## config.mk

```make
export PLATFORM = sky130hd
export DESIGN_NAME = matrix_frobenius_norm
export DESIGN_NICKNAME = d
export VERILOG_FILES = /design/src/design/frob_pkg.sv /design/src/design/matrix_frobenius_norm.sv /design/src/design/frob_accum.sv /design/src/design/frob_sqrt.sv
export SDC_FILE = /design/constraint.sdc
export NUM_CORES = 1
export LEC_CHECK = 0
export ABC_AREA = 1
export BUFFER_PORTS_ARGS = -buffer_cell sky130_fd_sc_hd__buf_4
export CAP_MARGIN = 20
export CORE_MARGIN = 3
export CORE_UTILIZATION = 44
export DETAILED_ROUTE_END_ITERATION = 10
export GPL_ROUTABILITY_DRIVEN = 0
export PLACE_DENSITY = 0.6
export SETUP_SLACK_MARGIN = 0.4
export SYNTH_ARGS = -nofsm -noshare
export SYNTH_HDL_FRONTEND = slang
export SYNTH_SLANG_ARGS = --single-unit
```

## constraint.sdc

```tcl
create_clock -name clk -period 16.9 [get_ports clk]
set_input_delay 5.07 -clock clk [delete_from_list [all_inputs] [get_ports clk]]
set_output_delay 5.07 -clock clk [all_outputs]
set_load 0.05 [all_outputs]
```

## src/design/frob_pkg.sv

```systemverilog
// ----------------------------------------------------------------------------
// frob_pkg: shared types and constants for the Frobenius norm block
// Widths of the element, square, running sum and norm, plus the item that
// carries a finished sum of squares from the accumulator to the root unit.
// ----------------------------------------------------------------------------
`default_nettype none

package frob_pkg;

  localparam int ELEM_W = 16;
  localparam int SQ_W   = 2 * ELEM_W;
  localparam int SUM_W  = 48;
  localparam int NORM_W = SUM_W / 2;

  localparam logic [SUM_W-1:0] SUM_MAX = {SUM_W{1'b1}};

  // A completed sum of squares for one matrix, handed on for the root.
  typedef struct packed {
    logic             valid;
    logic [SUM_W-1:0] sum;
    logic             overflowed;
  } sum_result_t;

endpackage : frob_pkg

`default_nettype wire

```

## src/design/matrix_frobenius_norm.sv

```systemverilog
// A final element's square is registered, then its sum, then the 24-round
// root unit runs and the norm is registered. Throughput: one element per cycle
// while a matrix streams in, then the input stalls until the root is stored.
// Reset: synchronous, active high; clears the sum, the overflow flag, the
// sequencer and the output valid.
// ----------------------------------------------------------------------------
// matrix_frobenius_norm: streamed Frobenius norm in fixed point
// Accumulates squares of Q8.8 elements into a saturating Q32.16 sum and, on
// the final element of a matrix, delivers the Q16.8 floor square root.
// ----------------------------------------------------------------------------
`default_nettype none

module matrix_frobenius_norm (
  input  wire logic                                clk,
  input  wire logic                                rst,
  input  wire logic                                in_valid,
  output logic                                     in_stall,
  input  wire logic signed [frob_pkg::ELEM_W-1:0]  element,
  input  wire logic                                final_element,
  output logic                                     out_valid,
  input  wire logic                                out_stall,
  output logic [frob_pkg::NORM_W-1:0]              norm,
  output logic                                     saturated
);
  import frob_pkg::*;

  // The sequencer: ACCUM takes elements every cycle, ROOT waits for the sum
  // to drain from the accumulator and for the root unit to finish, and HOLD
  // keeps the finished root while the output register is still occupied.
  typedef enum logic [2:0] {
    S_ACCUM = 3'b001,
    S_ROOT  = 3'b010,
    S_HOLD  = 3'b100
  } state_t;

  state_t state;
  state_t state_next;

  sum_result_t       handoff;
  logic              take;
  logic              root_done;
  logic [NORM_W-1:0] root;
  logic              sat_hold;
  logic              out_free;
  logic              load_out;

  // Elements are only taken in ACCUM, so every accepted item is at most one
  // matrix ahead of the root unit.
  assign in_stall = (state != S_ACCUM);
  assign take     = in_valid & ~in_stall;

  // The output register is free when empty or being emptied this cycle.
  assign out_free = ~out_valid | ~out_stall;
  assign load_out = ((state == S_ROOT) & root_done) | (state == S_HOLD);

  frob_accum u_accum (
    .clk           (clk),
    .rst           (rst),
    .take          (take),
    .element       (element),
    .final_element (final_element),
    .handoff       (handoff)
  );

  frob_sqrt u_sqrt (
    .clk      (clk),
    .rst      (rst),
    .start    (handoff.valid),
    .radicand (handoff.sum),
    .done     (root_done),
    .root     (root)
  );

  always_comb begin
    state_next = state;
    unique case (state)
      S_ACCUM: begin
        if (take && final_element) begin
          state_next = S_ROOT;
        end
      end
      S_ROOT: begin
        if (root_done) begin
          state_next = out_free ? S_ACCUM : S_HOLD;
        end
      end
      S_HOLD: begin
        if (out_free) begin
          state_next = S_ACCUM;
        end
      end
      default: state_next = S_ACCUM;
    endcase
  end

  always_ff @(posedge clk) begin
    if (rst) begin
      state     <= S_ACCUM;
      out_valid <= 1'b0;
    end else begin
      state <= state_next;
      if (load_out && out_free) begin
        out_valid <= 1'b1;
      end else if (!out_stall) begin
        out_valid <= 1'b0;
      end
    end
    // The overflow flag travels beside the sum and waits here for the root.
    if (handoff.valid) begin
      sat_hold <= handoff.overflowed;
    end
    if (load_out && out_free) begin
      norm      <= root;
      saturated <= sat_hold;
    end
  end

  // A finished sum only ever arrives while the sequencer waits for it.
  assert property (@(posedge clk) disable iff (rst)
    handoff.valid |-> state == S_ROOT)
    else $error("sum handed off outside the root phase");

  // The root unit finishes only for a matrix that is being waited on.
  assert property (@(posedge clk) disable iff (rst)
    root_done |-> state == S_ROOT)
    else $error("root finished outside the root phase");

  // HOLD is entered only because a result still occupies the output.
  assert property (@(posedge clk) disable iff (rst)
    state == S_HOLD |-> out_valid)
    else $error("holding a root with an empty output register");

  // A finished root is never dropped: it is either stored or held.
  assert property (@(posedge clk) disable iff (rst)
    (state == S_ROOT && root_done) |=> (out_valid && state == S_ACCUM) || state == S_HOLD)
    else $error("finished root lost");

endmodule : matrix_frobenius_norm

`default_nettype wire

```

## src/design/frob_accum.sv

```systemverilog
// ----------------------------------------------------------------------------
// frob_accum: square and saturating accumulate
// Squares each accepted element into a register, then adds it to the running
// Q32.16 sum in the next cycle, saturating with a sticky flag. On the final
// element the total is handed on and the sum is cleared.
// ----------------------------------------------------------------------------
`default_nettype none

module frob_accum (
  input  wire logic                           clk,
  input  wire logic                           rst,
  input  wire logic                           take,
  input  wire logic signed [frob_pkg::ELEM_W-1:0] element,
  input  wire logic                           final_element,
  output frob_pkg::sum_result_t               handoff
);
  import frob_pkg::*;

  logic signed [ELEM_W:0] elem_ext;
  logic [ELEM_W:0]        mag_full;
  logic [ELEM_W-1:0]      mag;

  logic            sq_valid;
  logic            sq_final;
  logic [SQ_W-1:0] sq;

  logic [SUM_W-1:0] square_sum;
  logic             sum_overflowed;

  logic [SUM_W:0]   sum_wide;
  logic             carry;
  logic [SUM_W-1:0] sum_next;
  logic             overflowed_next;

  // The magnitude of -32768 is 32768, which still fits in ELEM_W bits.
  assign elem_ext = {element[ELEM_W-1], element};
  assign mag_full = elem_ext[ELEM_W] ? unsigned'(-elem_ext) : unsigned'(elem_ext);
  assign mag      = mag_full[ELEM_W-1:0];

  assign sum_wide        = {1'b0, square_sum} + {{(SUM_W+1-SQ_W){1'b0}}, sq};
  assign carry           = sum_wide[SUM_W];
  assign sum_next        = carry ? SUM_MAX : sum_wide[SUM_W-1:0];
  assign overflowed_next = sum_overflowed | carry;

  always_ff @(posedge clk) begin
    if (rst) begin
      sq_valid <= 1'b0;
    end else begin
      sq_valid <= take;
    end
    if (take) begin
      sq_final <= final_element;
      sq       <= mag * mag;
    end
  end

  always_ff @(posedge clk) begin
    if (rst) begin
      square_sum     <= '0;
      sum_overflowed <= 1'b0;
      handoff.valid  <= 1'b0;
    end else begin
      handoff.valid <= sq_valid & sq_final;
      if (sq_valid) begin
        if (sq_final) begin
          square_sum     <= '0;
          sum_overflowed <= 1'b0;
        end else begin
          square_sum     <= sum_next;
          sum_overflowed <= overflowed_next;
        end
      end
    end
    if (sq_valid && sq_final) begin
      handoff.sum        <= sum_next;
      handoff.overflowed <= overflowed_next;
    end
  end

endmodule : frob_accum

`default_nettype wire

```

## src/design/frob_sqrt.sv

```systemverilog
// ----------------------------------------------------------------------------
// frob_sqrt: iterative floor square root
// One compare and subtract per cycle on the remainder, giving one root bit
// per round over 24 rounds. The root is held until the next start.
// ----------------------------------------------------------------------------
`default_nettype none

module frob_sqrt (
  input  wire logic                          clk,
  input  wire logic                          rst,
  input  wire logic                          start,
  input  wire logic [frob_pkg::SUM_W-1:0]    radicand,
  output logic                               done,
  output logic [frob_pkg::NORM_W-1:0]        root
);
  import frob_pkg::*;

  logic             running;
  logic [SUM_W-1:0] rem;
  logic [SUM_W-1:0] acc;
  logic [SUM_W-1:0] bit_mask;
  logic [SUM_W-1:0] trial;
  logic             fits;

  assign trial = acc + bit_mask;
  assign fits  = rem >= trial;
  assign root  = acc[NORM_W-1:0];

  always_ff @(posedge clk) begin
    if (rst) begin
      running <= 1'b0;
      done    <= 1'b0;
    end else begin
      done <= running & bit_mask[0];
      if (start) begin
        running <= 1'b1;
      end else if (running && bit_mask[0]) begin
        running <= 1'b0;
      end
    end
    if (start) begin
      rem      <= radicand;
      acc      <= '0;
      bit_mask <= {2'b01, {(SUM_W-2){1'b0}}};
    end else if (running) begin
      if (fits) begin
        rem <= rem - trial;
        acc <= (acc >> 1) + bit_mask;
      end else begin
        acc <= acc >> 1;
      end
      bit_mask <= bit_mask >> 2;
    end
  end

endmodule : frob_sqrt

`default_nettype wire

```

==> metrics.log <==
[metrics] post-detailed-placement cell area: 31100 um^2
[metrics] number of port buffers: 47
[metrics] synthesized area per cell: 6.80 um^2
[metrics] Endpoint, Worst Hold: saturated
[metrics] share of synthesized registers carrying an async set or reset: 0
[metrics] final critical-path share of the clock period: 0.705
[metrics] total number of clock tree sinks: 284
[metrics] Resize count post-CTS: 0
[metrics] outcome: finished clean
[metrics] floorplan die area: 71100 um^2
[metrics] number of cells on the worst hold path: 0
[metrics] minimum clock period after layout: 11.91 ns
[metrics] Max-Slew Margin vs Limit: 0.321
[metrics] share of the yosys chip area belonging to registers: 0.242
[metrics] EDFF count, synth: 155
[metrics] standard cell core area: 66500 um^2
[metrics] most common cell in the netlist: nand2_1
[metrics] Yosys cell types: 55
[metrics] Hold Worst Slack: roughly 0.42 ns
[metrics] count of final setup violators: 0
[metrics] total negative slack: 0 ns
[metrics] Net count, final: slightly below 5000
[metrics] DP Cell Count: ~5200
[metrics] number of violations of the max-capacitance limit: 0
[metrics] starting density of the core: 0.450
[metrics] Req. time, crit path: between 15 and 20 ns
[metrics] top cells by count, synth: 1271 x nand2_1, 738 x inv_1, 438 x nor2_1
[metrics] worst path arrival time: 12.21 ns
[metrics] x dimension of the die: approximately 270 um
[metrics] Comb pwr share: 0.713
[metrics] number of max-slew violations in the final report: 0
[metrics] fraction of power spent switching nets: 0.530
[metrics] number of DRC markers in iteration 0: about 1900
[metrics] TritonCTS buffer count: 36
[metrics] cell internal power dissipation: 3.39 mW
[metrics] vias in the first global route: 27800
[metrics] WL per Instance: 17.7 um
[metrics] IR Drop Worst-Case VDD: 272 uV
[metrics] post-placement setup slack: 4.46 ns
[metrics] cell area after layout: 32300 um^2
[metrics] Fmax achieved: around 84 MHz
[metrics] flip-flop and latch count after synthesis: 284
[metrics] placed wire-length estimate after detailed placement: roughly 77000 um
[metrics] clk buf depth: 3
[metrics] global-route congestion overflow total: 0
[metrics] Critical Setup Path Class: in -> reg
[metrics] highest layer used for signal routing: met4
[metrics] kind of capture point of the worst setup path: register
[metrics] fraction of synthesized cell area taken by the top area cell type: 0.160
[metrics] Detailed Route WL: approximately 94000 um
[metrics] Tot GR Track Use: 0.267
[metrics] met3 WL: around 4300 um
[metrics] slack of the worst reg-to-reg path: about 11 ns
[metrics] RR Startpoint: u_sqrt.acc[18]
[metrics] worst r2r path cells: 20
[metrics] number of instances in the synthesized netlist: 4393
[metrics] final std cells w/o fill: ~5300
[metrics] area growth from synthesis to final layout: 8.07%
[metrics] slew at the pin closest to its max-slew limit: 1.02 ns
[metrics] final core utilization: 0.486
[metrics] number of core rows: 94
[metrics] number of warning messages in the yosys log: 0
[metrics] via count: 28200
[metrics] power per standard cell area: 223 nW/um^2
[metrics] remaining design rule violation count: 0
[metrics] number of inserted diodes: 0
[metrics] leading register cell type out of synthesis: edfxtp_1
[metrics] type of the most critical hold path: reg -> reg
[metrics] first-pass GRT wire length: 149000 um
[metrics] largest cells by area after synthesis: nand2_1 16%, edfxtp_1 16%, fa_1 11%
[metrics] wire length on met2: 46300 um
[metrics] hold wc startpoint: sat_hold
[metrics] routed length on met1: 38200 um
[metrics] later-pin clock latency in the skew report: 0.56 ns
[metrics] clock network fraction of total power: 0.109
[metrics] largest fanout on the critical path: 18
[metrics] library cell occupying the most area in the post-synthesis netlist: nand2_1
[metrics] layout cell share with drive strength beyond 1: 0.0445
[metrics] Final WS setup: 4.99 ns
[metrics] worst r2r dst: u_sqrt.rem[23]
[metrics] static leakage: between 15 and 20 nW
[metrics] Die Ht: approximately 270 um
[metrics] setup repair after global routing missed its margin: false
[metrics] clock tree from TritonCTS: built
[metrics] Seq pwr share: 0.178
[metrics] largest net degree at the start of global routing: between 70 and 80
[metrics] total standard cell area after synthesis: ~30000 um^2
[metrics] number of iterations in the first detailed-routing pass: 6
[metrics] I/O pins: 48
[metrics] post-CTS repair timing setup buffer count: 0
[metrics] number of hold buffers added after cts: 0
[metrics] Final Hold Fails: 0
[metrics] Clock Skews: approximately 0.025 ns
[metrics] count of H-tree levels built during CTS: 2
[metrics] detailed-route vias per instance: 5.31
[metrics] sw power: 3.82 mW
[metrics] post-layout power: 7.20 mW
[metrics] CTS Root Buffer Type: clkbuf_16
[metrics] clock edge transition at the registers on the reported setup and hold paths: 0.06 ns
[metrics] startpoint kind of the worst setup timing path: primary input
[metrics] number of antenna violations at the first check in global routing: 0
[metrics] number of routed nets with antenna violations: 0
==> power by group through the flow <==
stage | Combinational (mW) | Clock [mW] | Sequential [mW]
floorplan | 3.81 | 0 | 1.20
global placement | 5.06 | 0 | 1.29
detailed placement | 5.06 | 0 | 1.29
CTS | 5.10 | 0.799 | 1.28
global route | 5.81 | 0.826 | 1.30
finish | 5.14 | 0.783 | 1.28
==> worst max-delay path by stage <==
stage,startpoint,to,slack (ns),cells past startpoint
detailed placement,element[0],u_accum.sq[30],4.46,27
finish,element[0],u_accum.sq[25],4.99,27
CTS,element[0],u_accum.sq[30],5.06,27
floorplan,element[0],u_accum.sq[20],5.44,31
global route,element[0],u_accum.sq[30],4.51,29
global placement,element[0],u_accum.sq[25],4.64,27
==> worst max-delay path, cell delays in order <==
cell      delay, ns
buf_4          0.13
inv_2          0.25
ha_1           0.23
inv_1          0.05
nor3_1         0.19
or2_2          0.16
xor2_1         0.65
clkinv_1       0.55
nor2_1         0.35
inv_1          0.09
fa_1           0.48
inv_1          0.06
fa_1           0.53
fa_1           0.44
fa_1           0.51
fa_1           0.50
inv_1          0.05
fa_1           0.47
inv_1          0.04
ha_1           0.37
nand2_1        0.10
nor2_1         0.14
inv_1          0.08
nor3_1         0.29
o21ai_0        0.20
nand3_1        0.15
xor2_1         0.07
==> routing by layer <==
metal  global-route usage  up-vias
li1                     -    14000
met1                0.316    13100
met2                0.478      797
met3               0.0304      271
met4                0.135        0
met5                    0        -
==> final cells by class <==
class,instances,area [um^2]
Fill cell,6859,34200
Multi-Input combinational cell,3286,19500
Sequential cell,284,7240
Inverter,752,2820
Tap cell,864,1080
Clock buffer,48,986
Timing Repair Buffer,59,443
Clock inverter,17,204
==> cells by family (layout without fill, tap and decap cells) <==
family | Yosys count | in the layout | synth area share
simple gates | 2220 | 2220 | 0.311
xor+xnor | 124 | 124 | 0.0366
other cells | 2 | 11 | 0.000251
compound gates | 540 | 540 | 0.0984
flops | 284 | 284 | 0.242
fa+ha+maj | 391 | 391 | 0.205
buf+inv | 832 | 876 | 0.106
==> registers in the layout (all words and copies together), names as in the netlist <==
register,flops
norm,24
out_valid,1
sat_hold,1
saturated,1
state,3
u_accum.handoff,50
u_accum.sq,31
u_accum.sq_final,1
u_accum.sq_valid,1
u_accum.square_sum,48
u_accum.sum_overflowed,1
u_sqrt.acc,48
u_sqrt.bit_mask,24
u_sqrt.done,1
u_sqrt.rem,48
u_sqrt.running,1
==> placed cells by master, fill, tap and decap left out, drive strengths merged, types with 3 or more instances in the layout <==
cell	synthesis	final
buf	25	59
o21ai	171	171
clkbuf	55	48
conb	2	11
xor2	73	73
nand3b	33	33
xnor2	51	51
ha	227	227
o211ai	5	5
dfxtp	129	129
nand4	60	60
fa	164	164
a21boi	3	3
nand2	1279	1279
nor3	49	49
or2	37	37
a21oi	279	279
nand3	293	293
o21a	6	6
a31oi	17	17
nor2	448	448
o2111ai	3	3
a21o	14	14
edfxtp	155	155
and2	8	8
nor4	9	9
inv	749	753
o21bai	35	35
clkinv	3	12
bufinv	0	3
Note: power is estimated with default switching activity, not from simulation.
